<file path="src/spq_pkg.sv">
`timescale 1ns / 1ps

package spq_pkg;

  localparam int DEF_CAPACITY = 16;
  localparam int PRIO_W       = 8;
  localparam int VALUE_W      = 32;
  localparam int STATUS_W     = 2;
  localparam int OCC_W        = 5;

  localparam logic [STATUS_W-1:0] ST_OK    = 2'd0;
  localparam logic [STATUS_W-1:0] ST_EMPTY = 2'd1;
  localparam logic [STATUS_W-1:0] ST_FULL  = 2'd2;

  localparam logic ACT_ENQ = 1'b0;
  localparam logic ACT_DEQ = 1'b1;

  typedef struct packed {
    logic [PRIO_W-1:0]         prio;
    logic signed [VALUE_W-1:0] value;
  } entry_t;

  typedef struct packed {
    logic [STATUS_W-1:0]       status;
    logic signed [VALUE_W-1:0] value;
    logic [OCC_W-1:0]          occupancy;
  } res_t;

endpackage

</file>
<file path="src/spq_ram.sv">
`timescale 1ns / 1ps

module spq_ram #(
  parameter int WIDTH = 40,
  parameter int DEPTH = 16,
  localparam int AW = (DEPTH > 1) ? $clog2(DEPTH) : 1
) (
  input  logic             clk_i,
  input  logic             we_i,
  input  logic [AW-1:0]    waddr_i,
  input  logic [WIDTH-1:0] wdata_i,
  input  logic             re_i,
  input  logic [AW-1:0]    raddr_i,
  output logic [WIDTH-1:0] rdata_o
);

  logic [WIDTH-1:0] mem_q [DEPTH];
  logic [WIDTH-1:0] rdata_q;

  always_ff @(posedge clk_i) begin
    if (we_i) begin
      mem_q[waddr_i] <= wdata_i;
    end
    if (re_i) begin
      rdata_q <= mem_q[raddr_i];
    end
  end

  assign rdata_o = rdata_q;

endmodule

</file>
<file path="src/spq_seq.sv">
`timescale 1ns / 1ps

module spq_seq #(
  parameter int CAPACITY = spq_pkg::DEF_CAPACITY,
  localparam int IDX_W = $clog2(CAPACITY),
  localparam int CNT_W = $clog2(CAPACITY + 1)
) (
  input  logic                        clk_i,
  input  logic                        rst_ni,
  input  logic                        start_i,
  input  logic                        action_i,
  input  logic [spq_pkg::PRIO_W-1:0]  prio_i,
  input  logic [spq_pkg::VALUE_W-1:0] value_i,
  output logic                        busy_o,
  output logic                        done_o,
  output spq_pkg::res_t               res_o,
  output logic                        we_o,
  output logic [IDX_W-1:0]            waddr_o,
  output spq_pkg::entry_t             wdata_o,
  output logic                        re_o,
  output logic [IDX_W-1:0]            raddr_o,
  input  spq_pkg::entry_t             rdata_i
);

  localparam logic [2:0] S_IDLE = 3'd0;
  localparam logic [2:0] S_RD   = 3'd1;
  localparam logic [2:0] S_CMP  = 3'd2;
  localparam logic [2:0] S_INS  = 3'd3;
  localparam logic [2:0] S_DEQ  = 3'd4;

  localparam logic [IDX_W-1:0] LAST_IDX = IDX_W'(CAPACITY - 1);
  localparam logic [CNT_W-1:0] FULL_CNT = CNT_W'(CAPACITY);

  logic [2:0]                  state_q, state_d;
  logic [IDX_W-1:0]            head_q, head_d;
  logic [IDX_W-1:0]            tail_q, tail_d;
  logic [IDX_W-1:0]            cur_q, cur_d;
  logic [CNT_W-1:0]            cnt_q, cnt_d;
  logic [CNT_W-1:0]            pos_q, pos_d;
  logic [spq_pkg::PRIO_W-1:0]  prio_q, prio_d;
  logic [spq_pkg::VALUE_W-1:0] val_q, val_d;
  logic [IDX_W-1:0]            cur_prev, head_next, tail_next;
  logic [CNT_W-1:0]            cnt_inc;
  logic                        shift_up;
  spq_pkg::entry_t             new_entry;

  assign cur_prev  = (cur_q == '0) ? LAST_IDX : cur_q - 1'b1;
  assign head_next = (head_q == LAST_IDX) ? '0 : head_q + 1'b1;
  assign tail_next = (tail_q == LAST_IDX) ? '0 : tail_q + 1'b1;
  assign cnt_inc   = cnt_q + 1'b1;

  // shared priority comparator: stored entry moves up when strictly larger
  assign shift_up = rdata_i.prio > prio_q;

  assign new_entry.prio  = prio_q;
  assign new_entry.value = val_q;

  always_comb begin
    state_d = state_q;
    head_d  = head_q;
    tail_d  = tail_q;
    cur_d   = cur_q;
    cnt_d   = cnt_q;
    pos_d   = pos_q;
    prio_d  = prio_q;
    val_d   = val_q;
    done_o  = 1'b0;
    res_o.status    = spq_pkg::ST_OK;
    res_o.value     = '0;
    res_o.occupancy = spq_pkg::OCC_W'(cnt_q);
    we_o    = 1'b0;
    waddr_o = cur_q;
    wdata_o = new_entry;
    re_o    = 1'b0;
    raddr_o = cur_prev;

    case (state_q)
      S_IDLE: begin
        if (start_i) begin
          prio_d = prio_i;
          val_d  = value_i;
          if (action_i == spq_pkg::ACT_DEQ) begin
            if (cnt_q == '0) begin
              done_o       = 1'b1;
              res_o.status = spq_pkg::ST_EMPTY;
            end else begin
              re_o    = 1'b1;
              raddr_o = head_q;
              state_d = S_DEQ;
            end
          end else if (cnt_q == FULL_CNT) begin
            done_o       = 1'b1;
            res_o.status = spq_pkg::ST_FULL;
          end else if (cnt_q == '0) begin
            // empty: write straight into the tail slot
            we_o            = 1'b1;
            waddr_o         = tail_q;
            wdata_o.prio    = prio_i;
            wdata_o.value   = value_i;
            tail_d          = tail_next;
            cnt_d           = cnt_inc;
            done_o          = 1'b1;
            res_o.occupancy = spq_pkg::OCC_W'(cnt_inc);
          end else begin
            cur_d   = tail_q;
            pos_d   = cnt_q;
            state_d = S_RD;
          end
        end
      end
      S_RD: begin
        re_o    = 1'b1;
        state_d = S_CMP;
      end
      S_CMP: begin
        we_o = 1'b1;
        if (shift_up) begin
          wdata_o = rdata_i;
          cur_d   = cur_prev;
          pos_d   = pos_q - 1'b1;
          state_d = (pos_q == CNT_W'(1)) ? S_INS : S_RD;
        end else begin
          tail_d          = tail_next;
          cnt_d           = cnt_inc;
          done_o          = 1'b1;
          res_o.occupancy = spq_pkg::OCC_W'(cnt_inc);
          state_d         = S_IDLE;
        end
      end
      S_INS: begin
        we_o            = 1'b1;
        tail_d          = tail_next;
        cnt_d           = cnt_inc;
        done_o          = 1'b1;
        res_o.occupancy = spq_pkg::OCC_W'(cnt_inc);
        state_d         = S_IDLE;
      end
      S_DEQ: begin
        head_d          = head_next;
        cnt_d           = cnt_q - 1'b1;
        done_o          = 1'b1;
        res_o.value     = rdata_i.value;
        res_o.occupancy = spq_pkg::OCC_W'(cnt_q - 1'b1);
        state_d         = S_IDLE;
      end
      default: begin
        state_d = S_IDLE;
      end
    endcase
  end

  always_ff @(posedge clk_i or negedge rst_ni) begin
    if (!rst_ni) begin
      state_q <= S_IDLE;
      head_q  <= '0;
      tail_q  <= '0;
      cnt_q   <= '0;
    end else begin
      state_q <= state_d;
      head_q  <= head_d;
      tail_q  <= tail_d;
      cnt_q   <= cnt_d;
    end
  end

  always_ff @(posedge clk_i) begin
    cur_q  <= cur_d;
    pos_q  <= pos_d;
    prio_q <= prio_d;
    val_q  <= val_d;
  end

  assign busy_o = (state_q != S_IDLE);

endmodule

</file>
<file path="src/sorted_priority_queue.sv">
`timescale 1ns / 1ps
// Empty dequeue, full enqueue and enqueue into an empty queue finish from idle; dequeue reads
// the head RAM word, then returns it. Enqueue does a RAM read, then a compare and write, for each
// entry it checks, and writes the new word at the front last when every stored entry moves up.
// The result word sits in an output register; the next word is taken once it has left.
// A new word waits until the last one is done, set by the single RAM port pair and comparator.
// Reset (asynchronous, active low) empties the queue; stored entries are not cleared.

module sorted_priority_queue #(
  parameter int CAPACITY = spq_pkg::DEF_CAPACITY
) (
  input  logic                               clk_i,
  input  logic                               rst_ni,
  input  logic                               in_valid_i,
  output logic                               in_stall_o,
  input  logic                               action_i,
  input  logic [spq_pkg::PRIO_W-1:0]         priority_req_i,
  input  logic signed [spq_pkg::VALUE_W-1:0] value_i,
  output logic                               out_valid_o,
  input  logic                               out_stall_i,
  output logic [spq_pkg::STATUS_W-1:0]       status_o,
  output logic signed [spq_pkg::VALUE_W-1:0] out_value_o,
  output logic [spq_pkg::OCC_W-1:0]          occupancy_o
);

  localparam int IDX_W = $clog2(CAPACITY);

  logic            start, busy, done;
  logic            out_valid_q, out_valid_d;
  spq_pkg::res_t   res, res_q;
  logic            we, re;
  logic [IDX_W-1:0] waddr, raddr;
  spq_pkg::entry_t wdata, rdata;
  logic [$bits(spq_pkg::entry_t)-1:0] rdata_raw;

  assign in_stall_o = busy || out_valid_q;
  assign start      = in_valid_i && !in_stall_o;

  spq_seq #(
    .CAPACITY(CAPACITY)
  ) u_seq (
    .clk_i   (clk_i),
    .rst_ni  (rst_ni),
    .start_i (start),
    .action_i(action_i),
    .prio_i  (priority_req_i),
    .value_i (value_i),
    .busy_o  (busy),
    .done_o  (done),
    .res_o   (res),
    .we_o    (we),
    .waddr_o (waddr),
    .wdata_o (wdata),
    .re_o    (re),
    .raddr_o (raddr),
    .rdata_i (rdata)
  );

  spq_ram #(
    .WIDTH($bits(spq_pkg::entry_t)),
    .DEPTH(CAPACITY)
  ) u_ram (
    .clk_i  (clk_i),
    .we_i   (we),
    .waddr_i(waddr),
    .wdata_i(wdata),
    .re_i   (re),
    .raddr_i(raddr),
    .rdata_o(rdata_raw)
  );

  assign rdata = spq_pkg::entry_t'(rdata_raw);

  // hold the result word until the sink takes it
  always_comb begin
    out_valid_d = out_valid_q;
    if (out_valid_q && !out_stall_i) begin
      out_valid_d = 1'b0;
    end
    if (done) begin
      out_valid_d = 1'b1;
    end
  end

  always_ff @(posedge clk_i or negedge rst_ni) begin
    if (!rst_ni) begin
      out_valid_q <= 1'b0;
    end else begin
      out_valid_q <= out_valid_d;
    end
  end

  always_ff @(posedge clk_i) begin
    if (done) begin
      res_q <= res;
    end
  end

  assign out_valid_o = out_valid_q;
  assign status_o    = res_q.status;
  assign out_value_o = res_q.value;
  assign occupancy_o = res_q.occupancy;

endmodule
</file>
<file path="config.mk">
export PLATFORM = sky130hd
export DESIGN_NAME = sorted_priority_queue
export DESIGN_NICKNAME = d
export VERILOG_FILES = /design/src/spq_pkg.sv /design/src/spq_ram.sv /design/src/spq_seq.sv /design/src/sorted_priority_queue.sv
export SDC_FILE = /design/constraint.sdc
export NUM_CORES = 1
export LEC_CHECK = 0
export BUFFER_PORTS_ARGS = -buffer_cell sky130_fd_sc_hd__buf_2
export CAP_MARGIN = 10
export CORE_MARGIN = 1
export CORE_UTILIZATION = 40
export CTS_CLUSTER_DIAMETER = 40
export DETAILED_ROUTE_END_ITERATION = 7
export PLACE_DENSITY = 0.55
export RECOVER_POWER = 50
export SYNTH_ARGS = -nofsm -noshare
export SYNTH_HDL_FRONTEND = slang
export SYNTH_SLANG_ARGS = --single-unit
</file>
<file path="constraint.sdc">
create_clock -name clk_i -period 8.3 [get_ports clk_i]
set_input_delay 1.66 -clock clk_i [delete_from_list [all_inputs] [get_ports clk_i]]
set_output_delay 1.66 -clock clk_i [all_outputs]
set_load 0.03 [all_outputs]
</file>
Yosys cells after proc, flatten, opt, wreduce, memory -nomap -nowiden
Memory sizes are Yosys's and may differ from the RTL's. A register that Yosys moved wholly into a read port is not among the register bits.
Index checks and enable logic that the tools add are counted.
W data, S select, Z words.
{ "totals": {"regBits": 105, "ram_bits": 640, "in_bits": 45, "out_inout_bits": 41, "wordCells": 125, "memories": 1} }
{ "classes": {"add_sub_neg": 6, "n_lt_le_gt_ge": 1, "n_eq_ne": 16, "n_mux": 71, "n_reduce_logical": 18} }
{ "mem_list": {"columns": ["memory", "depth", "word_bits", "read_ports", "rd_ports_with_merged_regs", "write_ports", "line", "text"], "rows": [
  ["u_ram.mem_q", 16, 40, 1, 1, 1, "spq_ram.sv:17", "logic [WIDTH-1:0] mem_q [DEPTH];"]
]} }
{ "ops": {"columns": ["operator", "n"], "rows": [
  ["$mux W40", 5],
  ["$mux W4", 22],
  ["$pmux W40 S2", 1],
  ["$mux W5", 10],
  ["$pmux W5 S4", 1],
  ["$mux W3", 6],
  ["$mux W1", 16],
  ["$pmux W4 S3", 1],
  ["$reduce_and A6 Y1", 2],
  ["$ne A2 B2 Y1 const B", 5],
  ["$pmux W5 S2", 1],
  ["$sub A5 B1 Y5 const B", 2],
  ["$pmux W3 S3", 1],
  ["$add A4 B1 Y4 const B", 2],
  ["$eq A4 B4 Y1 const B", 2],
  ["$gt A8 B8 Y1", 1],
  ["$pmux W4 S2", 1],
  ["$eq A3 B2 Y1 const B", 2],
  ["$mux W2", 3],
  ["$reduce_bool A3 Y1", 2],
  ["$add A5 B1 Y5 const B", 1],
  ["$eq A5 B1 Y1 const B", 1],
  ["$eq A5 B5 Y1 const B", 1],
  ["$logic_not A5 Y1", 1],
  ["16 further kinds", 22]
]} }

Logic depth before layout (Yosys ltp)
{ "depth": {"ltp_word": 8, "ltp_mapped": 11, "ltp_nobuf": 10} }

Hierarchy
From an unflattened synthesis, not the netlist that was laid out.
{ "hier_totals": {"cells_unflattened": 1471, "area_unflattened_um2": 30847.1} }
{ "modules_own_cells": {"columns": ["mod", "instances", "cells_each", "area_per_inst_um2", "seq_area_each_um2"], "rows": [
  ["spq_ram", 1, 1040, 25532.0, 20419.6],
  ["spq_seq", 1, 388, 4096.4, 1871.8],
  ["sorted_priority_queue", 1, 43, 1218.7, 1196.1]
]} }

Least setup slack after synthesis
Ideal clock, no wire load.
{ "synth_path": {"path_type": "input-to-reg", "start": "input port in_valid_i", "end": "memory u_ram.mem_q[15][0], enable pin", "setup_ns": 0.438, "t_arrival_ns": 5.179, "required_time_ns": 7.862, "setup_slack_ns": 2.684, "stages": 8, "n_path_buf": 2, "cell_sequence": "nand2b_1 > nor2_4 > nand2_2 > nor3_1 > clkbuf_1 > clkbuf_1 > a2bb2oi_1 > nor2_1"} }
{ "synth_via": {"elab_chain_len": 5, "elab_cells_between_ends": 7, "cone_classes": "6 x mux; 1 x reduce/logical"} }
{ "synth_rtl": {"columns": ["element", "line", "text"], "rows": [
  ["from (decl)", "sorted_priority_queue.sv:14", "input logic in_valid_i,"],
  ["$logic_and A1 B1 Y1 *", "sorted_priority_queue.sv:37", "assign start = in_valid_i && !in_stall_o;"],
  ["$mux W1", "spq_seq.sv:79", "if (start_i) begin"],
  ["$pmux W1 S2", "spq_seq.sv:77", "case (state_q)"],
  ["$mux W1", "spq_ram.sv:21", "if (we_i) begin"],
  ["$mux W1 (not written as such)", "spq_ram.sv:22", "mem_q[waddr_i] <= wdata_i;"],
  ["to (decl)", "spq_ram.sv:17", null]
]} }
Every way passes the cells marked *; elsewhere a longest branch is shown, timed or not.

Final worst setup path
{ "layout_path": {"start": "register u_seq.state_q[2]", "end": "memory u_ram.mem_q[0][22] (data pin)"} }
{ "layout_via": {"elab_chain_len": 6, "elab_cells_between_ends": 8, "cone_classes": "1 x eq/ne; 2 x mux; 5 x reduce/logical"} }
{ "layout_rtl": {"columns": ["element", "line", "text"], "rows": [
  ["from (decl)", "spq_seq.sv:34", "logic [2:0] state_q, state_d;"],
  ["from (signal assigned)", "spq_seq.sv:159", "state_q <= state_d;"],
  ["$reduce_bool A3 Y1", "spq_seq.sv:173", "assign busy_o = (state_q != S_IDLE);"],
  ["$logic_or A1 B1 Y1", "sorted_priority_queue.sv:36", "assign in_stall_o = busy || out_valid_q;"],
  ["$logic_not A1 Y1", "sorted_priority_queue.sv:37", null],
  ["$logic_and A1 B1 Y1", "sorted_priority_queue.sv:37", null],
  ["$mux W40", "spq_seq.sv:79", null],
  ["$pmux W40 S2 *", "spq_seq.sv:77", null],
  ["net u_ram.wdata_i[22]", "spq_ram.sv:11", "input logic [WIDTH-1:0] wdata_i,"]
]} }
Mark *: on every way through the listed nets, which the timed path passes. The rest lies on a longest branch.

==> flow_metrics.tcl <==
set metrics [dict create \
    max_freq_ghz 0.1639 \
    max-cap-violations 4 \
    crit_arrival_ns 6.48 \
    route.detailed.drc 0 \
    dieWidth_um 280.8 \
    tns_ns 0 \
    p_leak_nw 12.78 \
    layout-drive-gt1-share 0.09988 \
    power_density_mw_per_mm2 418.0 \
    synth.distinct_cells 51 \
    yosys.area_share.simple 0.1246 \
    synth_area_sq_mm 0.03108 \
    grt_max_degree 193 \
    dp_hpwl_mm 41.83 \
    critPathCaptureType "flip-flop" \
    fin_nets 2553 \
    grt_use_total 0.2184 \
    cp_max_fo 45 \
    setup_slack_ns 2.198 \
    yosysTopAreaCellShare 0.7420 \
    htree_levels 3 \
    core_area_sq_mm 0.07645 \
    grt_first_pass_wirelength_mm 125.4 \
    synth_top_family_by_area "simple AND/OR/NAND/NOR gates" \
    reg2regPathDepth 7 \
    hold_depth 1 \
    rows 101 \
    violations "capacitance limit, slew limit" \
    area_delta_synth_final_pct 16.66 \
    clkTransAtPathRegs_ns 0.05 \
    postCtsHoldBufs 0 \
    yosys.area_share.xor_xnor 0.002818 \
    finalWeightedCongestion 0.7847 \
    drtIter0Drc 2566 \
    start_util 0.4065 \
    rsz0062_at_grt "no" \
    synth-edff-count 768 \
    criticalPathCategory "reg2reg" \
    netlist_instances 2391 \
    cts_resized 0 \
    clockBufferDepth 3 \
    yosys_warnings 0 \
    r2r_end "u_ram.mem_q[0][22]" \
    synth-main-ff-cell "edfxtp_1" \
    cp.required_ns 8.68 \
    ioPinCount 86 \
    synth_top_cell_by_area "edfxtp_1" \
    clock_skew_ns 0.02428 \
    ys_ff_latch 785 \
    seq_power_share 0.383 \
    rrSetupSlack_ns 2.20 \
    ys_seq_area_frac 0.7557 \
    crit_path_end "u_ram.mem_q[0][22]" \
    post-place-ws_ns 3.182 \
    synth_fa_ha_area_frac 0.006441 \
    clock_latency_ns 0.66 \
    worst_slew_pin_slew_ns 4.038 \
    setup_viol_count_final 0 \
    synth_most_common_cell "edfxtp_1" \
    yosys-top-cells-area "edfxtp_1, nand2_1, a21oi_1" \
    vias 19699 \
    r2r_start "u_seq.state_q[2]" \
    synth_nets 2452 \
    layout_worst_path_cycle_share 0.7352 \
    peakVddDrop_v 0.0005355 \
    drtAntennaViolNets 0 \
    placed_cell_area_sq_mm 0.03284 \
    cp-start-kind "flip-flop" \
    timing.final.hold_violations 0 \
    dieArea_sq_mm 0.07882 \
    switching_power_w 0.005731 \
    maxSlewHeadroom -1.692 \
    final_area_sq_mm 0.03626 \
    io_buffer_count 85 \
    antenna_found_initial 4 \
    pwr-share-comb 0.318 \
    cts_tree "built" \
    first_pass_iters 6 \
    period_minus_slack_ns 6.102 \
    grt_overflow 0 \
    p_clk_frac 0.299 \
    cts.sinks 785 \
    vias_per_cell 5.452 \
    die-height_um 280.8 \
    synthMuxAreaShare 0.003100 \
    routedWlPerCell_um 23.71 \
    whs_ns 0.5715 \
    synth_area_per_cell_sq_um 13.00 \
    crit_start "u_seq.state_q[2]" \
    grt_pass1_vias 19153 \
    async_flop_share 0.02166 \
    hp-class "reg2reg" \
    root_buffer "clkbuf_16" \
    drt-total-wl_mm 85.67 \
    synth_compound_area_frac 0.08087 \
    switching_share 0.3781 \
    cts_setup_buffers 0 \
    num_antenna_cells 0 \
    slew_viol_final 139 \
    status "finished with violations" \
    synth_commonest_cells "edfxtp_1, nand2_1, a21oi_1" \
    cts_made_buffers 106 \
    power.internal_w 0.009427 \
]
==> power by group through the flow <==
stage	Combinational, W	Sequential [W]	Clock, W
after CTS	0.00490	0.00579	0.00460
after global placement	0.00481	0.00586	0
after global routing	0.00530	0.00586	0.00476
after detailed placement	0.00487	0.00586	0
final	0.00482	0.00580	0.00454
after floorplan	0.00300	0.00593	0
==> worst min path at each step <==
stage                              start               end  slack, ns
after floorplan           u_seq.pos_q[4]  u_seq.state_q[1]       0.52
after global placement       out_valid_o       out_valid_o       0.53
after detailed placement     out_valid_o       out_valid_o       0.56
after CTS                    out_valid_o       out_valid_o       0.58
after global routing         out_valid_o       out_valid_o       0.60
final                        out_valid_o       out_valid_o       0.57
==> per-layer routing <==
metal | global-route usage | up-vias | wire length [um]
li1 | - | 8904 | -
met1 | 0.3206 | 9833 | 38120
met2 | 0.3350 | 838 | 38730
met3 | 0.03708 | 124 | 7077
met4 | 0.05843 | 0 | 1737
met5 | 0 | - | 0
==> per-stage QoR <==
stage,util,instances,power (W)
after floorplan,-,2391,0.008929
after global placement,0.4295,3414,0.01066
after detailed placement,0.4295,3414,0.01074
after CTS,0.4763,3613,0.01529
after global routing,0.4742,3613,0.01591
final,0.4742,3613,0.01516
==> logic make-up after synthesis <==
kind of cell / Yosys count
AND/OR/NAND/NOR: 939
XOR/XNOR: 10
AO/OA/AOI/OAI: 433
multiplexers: 9
adder cells (fa/ha/maj): 16
flip-flops: 785
buffers and inverters: 199
==> cell type report <==
| type | instances | area (sq um) |
|---|---|---|
| multi-input cells | 1407 | 7012 |
| repair buffers | 129 | 654.4 |
| well taps | 1030 | 1289 |
| fillers | 6683 | 40200 |
| inverters | 63 | 239.0 |
| clock inverters | 77 | 820.8 |
| clock buffers | 122 | 2755 |
| flip-flops and latches | 785 | 23490 |
==> registers in the layout, indices dropped and copies added, names as in the netlist, 5 cells and up <==
name	flops
occupancy_o	5
out_value_o	32
u_ram.mem_q	640
u_ram.rdata_o	40
u_seq.cnt_q	5
u_seq.pos_q	5
u_seq.prio_q	8
u_seq.val_q	32
==> layout by cell type, fill, tap and decap left out, types with 7 or more instances in the layout <==
cell | Yosys | layout
clkinv_4 | 0 | 13
o21ai_0 | 22 | 22
nor2_1 | 35 | 20
nor4_1 | 38 | 38
edfxtp_1 | 768 | 768
a222oi_1 | 40 | 40
buf_4 | 0 | 39
nor3_1 | 9 | 10
dfrtp_1 | 17 | 16
nand2_1 | 749 | 748
nand3_1 | 42 | 42
clkinv_2 | 0 | 16
a21oi_1 | 326 | 326
inv_6 | 0 | 13
ha_1 | 16 | 16
clkinvlp_4 | 0 | 9
and3_1 | 35 | 35
clkbuf_16 | 0 | 108
a2111oi_0 | 8 | 8
clkinv_1 | 0 | 9
inv_1 | 62 | 62
xnor2_1 | 7 | 7
bufinv_16 | 0 | 10
nor2_4 | 1 | 16
clkbuf_1 | 83 | 97
==> critical path: stages (launching register included) <==
cell      delay [ns]
dfrtp_2         0.38
clkbuf_1        1.11
nor2b_1         0.71
nand2_1         0.48
nor2_1          1.82
buf_4           0.73
a222oi_1        0.13
inv_1           0.45
Note: power is estimated with default switching activity, not from simulation.
